==> src/rtl/integer_row_tokenizer_assert.svh <==
// Assertion macros used by the tokenizer top level.
`ifndef INTEGER_ROW_TOKENIZER_ASSERT_SVH
`define INTEGER_ROW_TOKENIZER_ASSERT_SVH

// Same-cycle implication, checked while out of reset.
`define IRT_ASSERT_NOW(lbl, clk, rstn, ante, cons, msg) \
    lbl: assert property (@(posedge clk) disable iff (!(rstn)) (ante) |-> (cons)) \
        else $error(msg);

// Next-cycle implication, checked while out of reset.
`define IRT_ASSERT_NEXT(lbl, clk, rstn, ante, cons, msg) \
    lbl: assert property (@(posedge clk) disable iff (!(rstn)) (ante) |=> (cons)) \
        else $error(msg);

`endif

==> src/rtl/irt_pkg.sv <==
package irt_pkg;

    localparam int CHAR_W   = 8;
    localparam int VALUE_W  = 32;
    localparam int COLUMN_W = 10;
    localparam int WIDTH_W  = 11;
    localparam int PHASE_W  = 2;
    localparam int TDATA_W  = 48;

    localparam logic [WIDTH_W-1:0] ROW_WIDTH_RESET = 11'd1024;

    localparam logic [PHASE_W-1:0] PH_IDLE   = 2'd0;
    localparam logic [PHASE_W-1:0] PH_PREFIX = 2'd1;
    localparam logic [PHASE_W-1:0] PH_NUMBER = 2'd2;
    localparam logic [PHASE_W-1:0] PH_SKIP   = 2'd3;

    localparam logic [CHAR_W-1:0] CH_SPACE = 8'd32;
    localparam logic [CHAR_W-1:0] CH_TAB   = 8'd9;
    localparam logic [CHAR_W-1:0] CH_LF    = 8'd10;
    localparam logic [CHAR_W-1:0] CH_CR    = 8'd13;
    localparam logic [CHAR_W-1:0] CH_PLUS  = 8'd43;
    localparam logic [CHAR_W-1:0] CH_MINUS = 8'd45;
    localparam logic [CHAR_W-1:0] CH_ZERO  = 8'd48;
    localparam logic [CHAR_W-1:0] CH_NINE  = 8'd57;

    typedef struct packed {
        logic [CHAR_W-1:0] char_code;
        logic              end_of_line;
    } beat_t;

    typedef struct packed {
        logic                valid;
        logic                has_value;
        logic                last_of_line;
        logic [VALUE_W-1:0]  value;
        logic [COLUMN_W-1:0] column;
    } result_t;

endpackage

==> src/rtl/irt_in_stage.sv <==
module irt_in_stage (
    input  logic          aclk,
    input  logic          aresetn,
    input  logic          s_tvalid,
    output logic          s_tready,
    input  irt_pkg::beat_t s_beat,
    input  logic          advance,
    output logic          in_valid,
    output irt_pkg::beat_t in_beat
);
    import irt_pkg::*;

    logic  valid_reg;
    logic  valid_next;
    beat_t beat_reg;

    assign s_tready   = !valid_reg || advance;
    assign valid_next = s_tready ? s_tvalid : valid_reg;

    always_ff @(posedge aclk) begin
        if (!aresetn) begin
            valid_reg <= 1'b0;
        end else begin
            valid_reg <= valid_next;
        end
    end

    always_ff @(posedge aclk) begin
        if (s_tready && s_tvalid) begin
            beat_reg <= s_beat;
        end
    end

    assign in_valid = valid_reg;
    assign in_beat  = beat_reg;

endmodule

==> src/rtl/irt_parser.sv <==
module irt_parser #(
    parameter int MAX_COLUMNS = 1024
) (
    input  logic                          aclk,
    input  logic                          aresetn,
    input  logic                          step,
    input  irt_pkg::beat_t                beat,
    input  logic [irt_pkg::WIDTH_W-1:0]   row_width,
    output irt_pkg::result_t              result
);
    import irt_pkg::*;

    localparam int CNT_W = $clog2(MAX_COLUMNS + 1);

    logic [PHASE_W-1:0] phase_reg, phase_next;
    logic [VALUE_W-1:0] acc_reg, acc_next;
    logic               neg_reg, neg_next;
    logic [CNT_W-1:0]   cnt_reg, cnt_next;

    logic [CHAR_W-1:0]  c;
    logic               sep, digit, ctrl, sign;
    logic [PHASE_W-1:0] tok_phase;
    logic [VALUE_W-1:0] tok_acc;
    logic               tok_neg;
    logic [VALUE_W-1:0] digit_val;
    logic [VALUE_W-1:0] limit;
    logic               done, emit;

    assign c         = beat.char_code;
    assign sep       = (c == CH_SPACE) || (c == CH_TAB);
    assign digit     = (c >= CH_ZERO) && (c <= CH_NINE);
    assign ctrl      = (c >= CH_LF) && (c <= CH_CR);
    assign sign      = (c == CH_PLUS) || (c == CH_MINUS);
    assign digit_val = VALUE_W'(c - CH_ZERO);

    always_comb begin
        tok_phase = phase_reg;
        tok_acc   = acc_reg;
        tok_neg   = neg_reg;
        if (!sep) begin
            if (phase_reg == PH_IDLE || phase_reg == PH_PREFIX) begin
                if (ctrl) begin
                    tok_phase = PH_PREFIX;
                end else if (sign) begin
                    tok_neg   = (c == CH_MINUS);
                    tok_phase = PH_NUMBER;
                end else if (digit) begin
                    tok_acc   = digit_val;
                    tok_phase = PH_NUMBER;
                end else begin
                    tok_phase = PH_SKIP;
                end
            end else if (phase_reg == PH_NUMBER) begin
                if (digit) begin
                    tok_acc = (acc_reg << 3) + (acc_reg << 1) + digit_val;
                end else begin
                    tok_phase = PH_SKIP;
                end
            end
        end
    end

    assign limit = (VALUE_W'(row_width) < VALUE_W'(MAX_COLUMNS)) ?
                   VALUE_W'(row_width) : VALUE_W'(MAX_COLUMNS);
    assign done  = sep ? (phase_reg != PH_IDLE)
                       : (beat.end_of_line &&
                          (tok_phase == PH_NUMBER || tok_phase == PH_SKIP));
    assign emit  = done && (VALUE_W'(cnt_reg) < limit);

    always_comb begin
        result.valid        = emit || beat.end_of_line;
        result.has_value    = emit;
        result.last_of_line = beat.end_of_line;
        result.value        = '0;
        result.column       = '0;
        if (emit) begin
            result.value  = tok_neg ? (VALUE_W'(0) - tok_acc) : tok_acc;
            result.column = COLUMN_W'(VALUE_W'(cnt_reg));
        end
    end

    always_comb begin
        phase_next = tok_phase;
        acc_next   = tok_acc;
        neg_next   = tok_neg;
        cnt_next   = cnt_reg;
        if (sep || beat.end_of_line) begin
            phase_next = PH_IDLE;
            acc_next   = '0;
            neg_next   = 1'b0;
        end
        if (beat.end_of_line) begin
            cnt_next = '0;
        end else if (emit) begin
            cnt_next = CNT_W'(cnt_reg + 1'b1);
        end
    end

    always_ff @(posedge aclk) begin
        if (!aresetn) begin
            phase_reg <= PH_IDLE;
            acc_reg   <= '0;
            neg_reg   <= 1'b0;
            cnt_reg   <= '0;
        end else if (step) begin
            phase_reg <= phase_next;
            acc_reg   <= acc_next;
            neg_reg   <= neg_next;
            cnt_reg   <= cnt_next;
        end
    end

endmodule

==> src/rtl/irt_out_stage.sv <==
module irt_out_stage (
    input  logic                         aclk,
    input  logic                         aresetn,
    input  logic                         load,
    input  irt_pkg::result_t             result,
    output logic                         out_free,
    output logic                         m_tvalid,
    input  logic                         m_tready,
    output logic [irt_pkg::TDATA_W-1:0]  m_tdata,
    output logic                         m_tuser,
    output logic                         m_tlast
);
    import irt_pkg::*;

    logic    valid_reg, valid_next;
    result_t res_reg;

    assign out_free   = !valid_reg || m_tready;
    assign valid_next = out_free ? (load && result.valid) : valid_reg;

    always_ff @(posedge aclk) begin
        if (!aresetn) begin
            valid_reg <= 1'b0;
        end else begin
            valid_reg <= valid_next;
        end
    end

    always_ff @(posedge aclk) begin
        if (out_free && load && result.valid) begin
            res_reg <= result;
        end
    end

    assign m_tvalid = valid_reg;
    assign m_tdata  = {(TDATA_W - VALUE_W - COLUMN_W)'(0), res_reg.column, res_reg.value};
    assign m_tuser  = res_reg.has_value;
    assign m_tlast  = res_reg.last_of_line;

endmodule

==> src/rtl/integer_row_tokenizer.sv <==
// Integer row tokenizer: parses whitespace-separated decimal integers from a text line.
// Input stream: one byte per beat in s_tdata[7:0], s_tlast on the line's last byte.
// Output stream: one beat per kept token or line end, m_tdata[31:0] is the signed value,
// m_tdata[41:32] its column in the line, m_tuser is set when the beat carries a value
// and m_tlast marks the beat caused by the line's last byte (which always yields one).
// The cfg channel writes row_width, the number of values kept per line (at most
// MAX_COLUMNS); it should be written only while the block is idle.
// Order: an accepted beat waits in the input register, and its result enters the result
// register once that register is free to load.
// Throughput: one input beat per cycle unless the receiver stalls; the per-byte
// state update (multiply by ten and add) sits between the input and result registers.
// Reset clears both stage valid flags and the token state, and sets row_width to 1024.
// When the receiver stalls, the result register holds its beat; the input register
// still takes one more beat, then s_tready drops until the result is taken.
`include "integer_row_tokenizer_assert.svh"

module integer_row_tokenizer #(
    parameter int MAX_COLUMNS = 1024
) (
    input  logic                         aclk,
    input  logic                         aresetn,
    input  logic                         s_tvalid,
    output logic                         s_tready,
    input  logic [7:0]                   s_tdata,    // char_code
    input  logic                         s_tlast,    // end_of_line
    output logic                         m_tvalid,
    input  logic                         m_tready,
    output logic [irt_pkg::TDATA_W-1:0]  m_tdata,    // value, column, zero fill
    output logic                         m_tuser,    // has_value
    output logic                         m_tlast,    // last_of_line
    input  logic                         cfg_valid,
    output logic                         cfg_ready,
    input  logic [irt_pkg::WIDTH_W-1:0]  cfg_data
);
    import irt_pkg::*;

    logic [WIDTH_W-1:0] row_width_reg;
    beat_t              s_beat;
    beat_t              in_beat;
    logic               in_valid;
    logic               out_free;
    logic               step;
    result_t            result;

    assign cfg_ready = 1'b1;

    always_ff @(posedge aclk) begin
        if (!aresetn) begin
            row_width_reg <= ROW_WIDTH_RESET;
        end else if (cfg_valid && cfg_ready) begin
            row_width_reg <= cfg_data;
        end
    end

    assign s_beat.char_code   = s_tdata;
    assign s_beat.end_of_line = s_tlast;
    assign step               = in_valid && out_free;

    irt_in_stage u_in (
        .aclk     (aclk),
        .aresetn  (aresetn),
        .s_tvalid (s_tvalid),
        .s_tready (s_tready),
        .s_beat   (s_beat),
        .advance  (out_free),
        .in_valid (in_valid),
        .in_beat  (in_beat)
    );

    irt_parser #(
        .MAX_COLUMNS (MAX_COLUMNS)
    ) u_parser (
        .aclk      (aclk),
        .aresetn   (aresetn),
        .step      (step),
        .beat      (in_beat),
        .row_width (row_width_reg),
        .result    (result)
    );

    irt_out_stage u_out (
        .aclk     (aclk),
        .aresetn  (aresetn),
        .load     (step),
        .result   (result),
        .out_free (out_free),
        .m_tvalid (m_tvalid),
        .m_tready (m_tready),
        .m_tdata  (m_tdata),
        .m_tuser  (m_tuser),
        .m_tlast  (m_tlast)
    );

    `IRT_ASSERT_NOW(a_bare_only_at_eol, aclk, aresetn, m_tvalid && !m_tuser, m_tlast, "Bare beat without line end")
    `IRT_ASSERT_NOW(a_bare_is_zero, aclk, aresetn, m_tvalid && !m_tuser, m_tdata == '0, "Bare beat carries nonzero data")
    `IRT_ASSERT_NOW(a_full_blocks_input, aclk, aresetn, in_valid && m_tvalid && !m_tready, !s_tready, "Input taken while both stages are full")
    `IRT_ASSERT_NEXT(a_eol_gives_result, aclk, aresetn, step && in_beat.end_of_line, m_tvalid && m_tlast, "Line end produced no result")

endmodule
==> config.mk <==
export PLATFORM = sky130hd
export DESIGN_NAME = integer_row_tokenizer
export DESIGN_NICKNAME = d
export VERILOG_FILES = /design/src/rtl/irt_pkg.sv /design/src/rtl/irt_in_stage.sv /design/src/rtl/irt_parser.sv /design/src/rtl/irt_out_stage.sv /design/src/rtl/integer_row_tokenizer.sv
export VERILOG_INCLUDE_DIRS = /design/src /design/src/rtl
export SDC_FILE = /design/constraint.sdc
export NUM_CORES = 1
export LEC_CHECK = 0
export ABC_AREA = 1
export BUFFER_PORTS_ARGS = -buffer_cell sky130_fd_sc_hd__buf_2
export CAP_MARGIN = 15
export CORE_MARGIN = 3
export CORE_UTILIZATION = 35
export CTS_BUF_LIST = sky130_fd_sc_hd__clkbuf_4
export CTS_CLUSTER_DIAMETER = 50
export CTS_CLUSTER_SIZE = 24
export DETAILED_ROUTE_END_ITERATION = 16
export GPL_TIMING_DRIVEN = 0
export PLACE_DENSITY = 0.5
export SYNTH_ARGS = -nofsm -noshare
export SYNTH_HDL_FRONTEND = slang
export SYNTH_SLANG_ARGS = --single-unit
export TNS_END_PERCENT = 50
==> constraint.sdc <==
create_clock -name aclk -period 10.45 [get_ports aclk]
set_input_delay 0 -clock aclk [delete_from_list [all_inputs] [get_ports aclk]]
set_output_delay 0 -clock aclk [all_outputs]
set_load 0.01 [all_outputs]
==> results of run 1 <==
[layout by cell type, fill, tap and decap left out, types with 47 or more instances in the layout]
master and count:
buf_2 81, nand2_1 478, a21oi_1 108, edfxtp_1 53, inv_1 216, ha_1 47, nand3_1 118, o21ai_0 51
nor2_1 164, dfxtp_1 59
[critical path, stage by stage, from the launching register on]
cell	delay, ns
edfxtp_1	0.50
ha_1	0.28
inv_1	0.08
nand2_1	0.15
inv_1	0.63
fa_1	0.54
ha_1	0.39
nand2_1	0.13
nor2_1	0.33
nand3_1	0.18
nand3_1	0.21
nand2_1	0.10
nand3_1	0.08
nand3_1	0.14
nand2_1	0.09
nand2_1	0.18
nor2_2	0.25
nand3_1	0.10
nand2_1	0.17
nand4_1	0.24
o21ai_0	0.22
nor2_1	0.06
[area by class of cell]
| type | count | area [um^2] | area share |
|---|---|---|---|
| sequential | 112 | 2773 | 0.2419 |
| timing repair buffer | 112 | 798.3 | 0.06964 |
| tap | 378 | 473.0 | 0.04126 |
| buffer | 44 | 261.5 | 0.02281 |
| antenna | 1 | 2.502 | 0.0002183 |
| inverter | 233 | 874.6 | 0.07630 |
| clock inverter | 5 | 42.54 | 0.003711 |
| clock buffer | 11 | 82.58 | 0.007204 |
| multi-input combinational | 1153 | 6155 | 0.5370 |
[power by group]
| part | total (mW) | internal, mW | switching, mW | leakage, nW |
|---|---|---|---|---|
| sequential | 0.489 | 0.479 | 0.00979 | 0.969 |
| combinational | 0.202 | 0.0722 | 0.130 | 4.54 |
| clock | 0.212 | 0.0566 | 0.156 | 0.0676 |
| total | 0.904 | 0.608 | 0.296 | 5.58 |
[cell families (layout without fill, tap and decap cells)]
group / after synthesis / after routing / synth area share
flops: 112 / 112 / 0.2761
other cells: 2 / 8 / 0.0007478
compound gates: 206 / 206 / 0.1134
xor+xnor: 17 / 17 / 0.01483
buf+inv: 277 / 405 / 0.1131
fa+ha+maj: 76 / 76 / 0.1164
simple gates: 847 / 847 / 0.3654
[synthesized netlist by cell type, types with 3 or more instances]
library cell | instances | share of area
inv_1 | 216 | 0.081
buf_4 | 10 | 0.0075
buf_2 | 11 | 0.0055
nand2_2 | 13 | 0.0081
xor2_1 | 12 | 0.010
nor2_4 | 6 | 0.0067
edfxtp_1 | 53 | 0.16
fa_1 | 29 | 0.058
nand4_1 | 25 | 0.016
nand3_2 | 5 | 0.0050
nor4_1 | 3 | 0.0019
buf_6 | 6 | 0.0067
o21a_1 | 9 | 0.0067
xnor2_1 | 5 | 0.0044
clkbuf_1 | 14 | 0.0052
nor3_1 | 11 | 0.0055
o211ai_1 | 4 | 0.0030
nand2_1 | 479 | 0.18
o21ai_0 | 51 | 0.025
o21ai_2 | 5 | 0.0044
nand2_4 | 3 | 0.0034
nand3_1 | 118 | 0.059
a21oi_2 | 6 | 0.0052
buf_1 | 3 | 0.0011
a21oi_1 | 108 | 0.054
nor2_1 | 164 | 0.061
ha_1 | 47 | 0.059
nor2_2 | 6 | 0.0037
o21ai_1 | 14 | 0.0070
dfxtp_1 | 59 | 0.12
inv_2 | 15 | 0.0056
[layer usage]
metal  wire, um  share of wire  track usage  vias to the layer above
met2      14500           0.48       0.3460                      199
met3       1115          0.037      0.02356                       30
met4        451          0.015      0.03923                        0
met5          0              0            0                        -
met1      14220           0.47       0.2681                     4483
li1           -              -            -                     5156
[through the flow]
step                std cells  worst slack [ns]  power (mW)
floorplan                1542             6.121      0.6275
global route             2049             4.724      0.9577
finish                   2049             5.148      0.9035
detailed placement       1992             5.248      0.6894
global placement         1990             4.790      0.6864
CTS                      2048             5.189      0.9120
[final timing paths]
| kind | to | depth (start not counted) | slack [ns] |
|---|---|---|---|
| min | row_width_reg[5]$_SDFFE_PN0P_ | 4 | 0.06 |
| min reg2reg | u_parser.neg_reg$_SDFFE_PN0P_ | 2 | 0.48 |
| max | u_out.m_tdata[24]$_SDFFCE_PN0P_ | 21 | 5.15 |
| max reg2reg | u_out.m_tdata[24]$_SDFFCE_PN0P_ | 21 | 5.15 |
[what timing repair did]
item,CTS,global route
resized for setup,0,0
hold buffers,40,0
hold endpoints to repair,38,0
==> results.cfg, run 1 <==
[flow_run]
maxCapViolCount = 0

[timing]
fin_worst_skew_ns = 0.03270
setup_violations = 0
hold_violations = 0
slew_headroom = 0.4736
timing.final.crit_period_ns = 5.302
slew_viol_final = 0
whs_ns = 0.05922
worst_pin_slew_ns = 0.7887
tns_ns = 0
rsz0062_at_grt = no
fmax_ghz = 0.1886
period_share = 0.5074

[worst_setup_path]
cp-end-kind = flip-flop
worst_ep_required_time_ns = 10.72
critPathLaunch = u_in.in_beat[5]$_DFFE_PP_
startpoint_type = flip-flop
path_class = reg -> reg
critPathArrivalTime_ns = 5.57
r2r_start = u_in.in_beat[5]$_DFFE_PP_
cp_max_fo = 14

[clock_network]
cts_setup_buffers = 0
cts_buffer_depth = 2
clkTransAtPathRegs_ns = 0.19
cts-root-buf = clkbuf_4
cts_buffers = 9
clkSinkCount = 112
clock_latency_ns = 0.50
h-tree-depth = 3
cts_tree = yes

[power]
ir_drop_uv = 46.43
p_leak_nw = 5.582
p_per_area_mw_per_mm2 = 78.83

[synthesis]
synth_cell_type_count = 49
synthesis.area_mm2 = 0.01004
synthFlopType = dfxtp_1
ys_ff_latch = 112
ys.warnings.count = 0
async_reset_ff_frac = 0
ys_seq_area_frac = 0.2761
synth_edf_count = 53
syn_inst = 1537
postSynthAreaPerCell_um2 = 6.534

[floorplanning]
die_h_um = 175.4
die_x_um = 175.4
rows = 61
core_mm2 = 0.02801
ios = 78
die_area_mm2 = 0.03076
initial_utilization = 0.3585

[drt]
drt_iter0_markers = 695
num_vias = 9868
drc_errors = 0
wl_um = 30290
ant_nets = 0
wire_per_inst_um = 14.78
drtPass1Iterations = 5
viasPerCell = 4.816

[global_route]
antenna_found_initial = 1
grt-ovfl-total = 0
grt_start_max_net_pins = 41
grt_pass1_vias = 9369
grt_pass1_wl_um = 49350
track_usage = 0.1992

[place]
gp_congestion = 0.8734
place_hpwl_um = 24520
placed_cell_area_mm2 = 0.01093
port_buffers = 70

[cells_and_area]
fillerInstances = 2985
finalInstanceArea_mm2 = 0.01146
largest_reg_flops = 42
area_growth_pct = 14.14
final_util = 0.4092
nets = 1766
drive_gt1_frac = 0.1120

[outcome]
status = completed

[worst_hold_path]
hold_path_class = in -> reg
min_from = cfg_valid
(Power assumes the default switching activity.)
==> run 2, diff against run 1 <==
Settings changed: ABC_AREA 1 to 0, PLACE_DENSITY 0.5 to 0.52.
Clock period 10.45 ns to 4.55 ns, I/O delays scaled along.
==> run 2 against run 1 <==
The run now ends with setup timing left. Non-clock buffer count up 56. Flip-flop and latch count unchanged. Wire length up 5.4%. Area after synthesis down 9.6%. Clock-buffer cell count down 2. Utilization up 5.2 points. Via count down 12%. Critical path depth down 3. Clock power rose to 2.6 times the previous value. Sequential share of layout area down 0.45 points. Cell area up 1.9%. Critical path type unchanged. Largest cell class unchanged.
==> results.cfg, run 2 <==
[worst_hold_path]
min_from = cfg_valid
hold_end = row_width_reg[10]$_SDFFE_PN1P_
hold_path_class = in -> reg
hold_depth = 4

[clock_network]
clkTransAtPathRegs_ns = 0.20
h-tree-depth = 3
cts_tree = yes
cts-root-buf = clkbuf_4
clock_latency_ns = 0.52
clkSinkCount = 112
cts_buffers = 9
cts_buffer_depth = 2

[drt]
viasPerCell = 5.602
wl_um = 31920
drt_iter0_markers = 751
ant_nets = 0
drc_errors = 0
drtPass1Iterations = 6
wire_per_inst_um = 20.62
num_vias = 8672

[cells_and_area]
nets = 1314
stdcell_count = 1548
area_growth_pct = 28.74
finalInstanceArea_mm2 = 0.01168
multi_input_area_mm2 = 0.006734
antenna_cells = 0
seq_area_mm2 = 0.002773
largest_reg_flops = 42
layout_common_cells = 102 x nand2_1, 89 x nor2_1, 76 x buf_2, 62 x buf_4
layout_commonest_cell = nand2_1
fillerInstances = 2463
drive_gt1_frac = 0.2553

[floorplanning]
die_area_mm2 = 0.02789
die_x_um = 167.0
ios = 78
core_mm2 = 0.02533
rows = 58
initial_utilization = 0.3583
die_h_um = 167.0

[synthesis]
syn_inst = 1038
yosys-top-cells-count = 108 x nand2_1, 93 x nor2_1, 84 x a21oi_1
ys_ff_latch = 112
postSynthAreaPerCell_um2 = 8.742
synth_edf_count = 53
synth_area_leader_cell = edfxtp_1
synth.most_common_cell = nand2_1
ys.warnings.count = 0
synthesis.area_mm2 = 0.009074
synthFlopType = dfxtp_1
ys_seq_area_frac = 0.3056
synth_cell_type_count = 83
yosys-top-cells-area = edfxtp_1 18%, dfxtp_1 13%, ha_1 6.5%, fa_1 6.4%, a21oi_1 4.6%
async_reset_ff_frac = 0
synthDominantCellAreaShare = 0.1754

[place]
placed_cell_area_mm2 = 0.01014
place_inst = 1445
port_buffers = 70
place_hpwl_um = 23510
gp_congestion = 0.8950

[timing]
timing.final.crit_period_ns = 4.833
period_share = 1.062
slew_headroom = 0.3264
hold_violations = 0
slew_viol_final = 0
setup_violations = 10
layout_setup_ws_ns = -0.2832
tns_ns = -1.306
worst_pin_slew_ns = 1.003
rsz0062_at_grt = yes
fin_worst_skew_ns = 0.01991
fmax_ghz = 0.2069

[power]
p_per_area_mw_per_mm2 = 189.4
p_leak_nw = 4.370
ir_drop_uv = 133.7

[worst_setup_path]
cp_max_fo = 7
regToRegSetupSlack_ns = -0.28
path_class = reg -> reg
r2r_start = u_in.in_beat[6]$_DFFE_PP_
critPathLaunch = u_in.in_beat[6]$_DFFE_PP_
timing.rr.end = u_out.m_tdata[30]$_SDFFCE_PN0P_
cp-end-kind = flip-flop
startpoint_type = flip-flop
rr_worst_depth = 18
critPathArrivalTime_ns = 5.22
worst_ep_required_time_ns = 4.94

[outcome]
violations = setup timing
status = finished, violations left

[global_route]
grt_start_max_net_pins = 45
grt_pass1_wl_um = 48960
track_usage = 0.2237
grt-ovfl-total = 0
antenna_found_initial = 0
grt_pass1_vias = 8336

[flow_run]
maxCapViolCount = 0
## run 2: final cells by class
type                    instances  share of cell area
inverters                      37             0.01221
flip-flops and latches        112              0.2374
clock inverters                 7            0.007177
clock buffers                   9            0.005784
repair inverters                1           0.0006427
multi-input cells             840              0.5765
repair buffers                160              0.1003
plain buffers                  52             0.02474
well taps                     330             0.03535
## run 2: what timing repair did
item | CTS | global route
endpoints found under the hold margin | 22 | 1
resized for setup | 78 | 57
hold buffers | 25 | 1
pin swaps | 39 | 53
endpoints found under the setup margin | 45 | 30
setup buffers | 45 | 15
cloned | 2 | 0
## run 2: cell families after synthesis
logic type / synth area share
other cells: 0.0008277
compound gates: 0.2250
xor+xnor: 0.05695
mux: 0.02096
simple gates: 0.2169
fa+ha+maj: 0.1288
flops: 0.3056
buf+inv: 0.04495
## run 2: worst max path at each step
stage	end	slack [ns]	depth (start not counted)
final	u_out.m_tdata[30]$_SDFFCE_PN0P_	-0.28	18
after global routing	u_out.m_tdata[30]$_SDFFCE_PN0P_	-0.42	18
after CTS	u_out.m_tdata[30]$_SDFFCE_PN0P_	-0.27	18
after detailed placement	u_out.m_tdata[18]$_SDFFCE_PN0P_	-1.48	17
after global placement	u_out.m_tdata[31]$_SDFFCE_PN0P_	-1.47	17
after floorplan	u_out.m_tdata[28]$_SDFFCE_PN0P_	-0.27	18
## run 2: through the flow
| stage | total power, mW | util | hold WS, ns | setup slack [ns] |
|---|---|---|---|---|
| after floorplan | 1.416 | - | 0.09887 | -0.2715 |
| after global placement | 1.552 | 0.3992 | 0.1767 | -1.474 |
| after detailed placement | 1.556 | 0.4003 | 0.1781 | -1.482 |
| after CTS | 2.185 | 0.4466 | 0.04709 | -0.2741 |
| after global routing | 2.305 | 0.4612 | 0.1606 | -0.4182 |
| final | 2.212 | 0.4612 | 0.1521 | -0.2832 |
## run 2: worst max-delay path, cell delays in order, from the launching register on
cell,delay (ns)
edfxtp_1,0.45
ha_2,0.21
or3_4,0.36
clkinvlp_4,0.18
buf_12,0.16
fa_1,0.42
ha_1,0.32
buf_8,0.12
nand4_1,0.12
a211o_1,0.34
or2_4,0.30
a211oi_4,0.29
o31ai_2,0.09
nand3_2,0.13
nand4_1,0.16
nor4b_4,0.37
a31oi_1,0.15
or3_1,0.38
a21oi_2,0.16
## run 2: routing by layer
| metal | global-route usage | part of all wire | up-vias |
|---|---|---|---|
| met3 | 0.03371 | 0.058 | 62 |
| met1 | 0.3175 | 0.46 | 4186 |
| met2 | 0.3507 | 0.45 | 323 |
| met5 | 0 | 0 | - |
| li1 | - | - | 4101 |
| met4 | 0.07245 | 0.033 | 0 |
## run 2: power breakdown
group | switching [mW] | total, mW | internal, mW
Clock | 0.406 | 0.542 | 0.136
Sequential | 0.0200 | 1.11 | 1.09
Combinational | 0.327 | 0.563 | 0.236
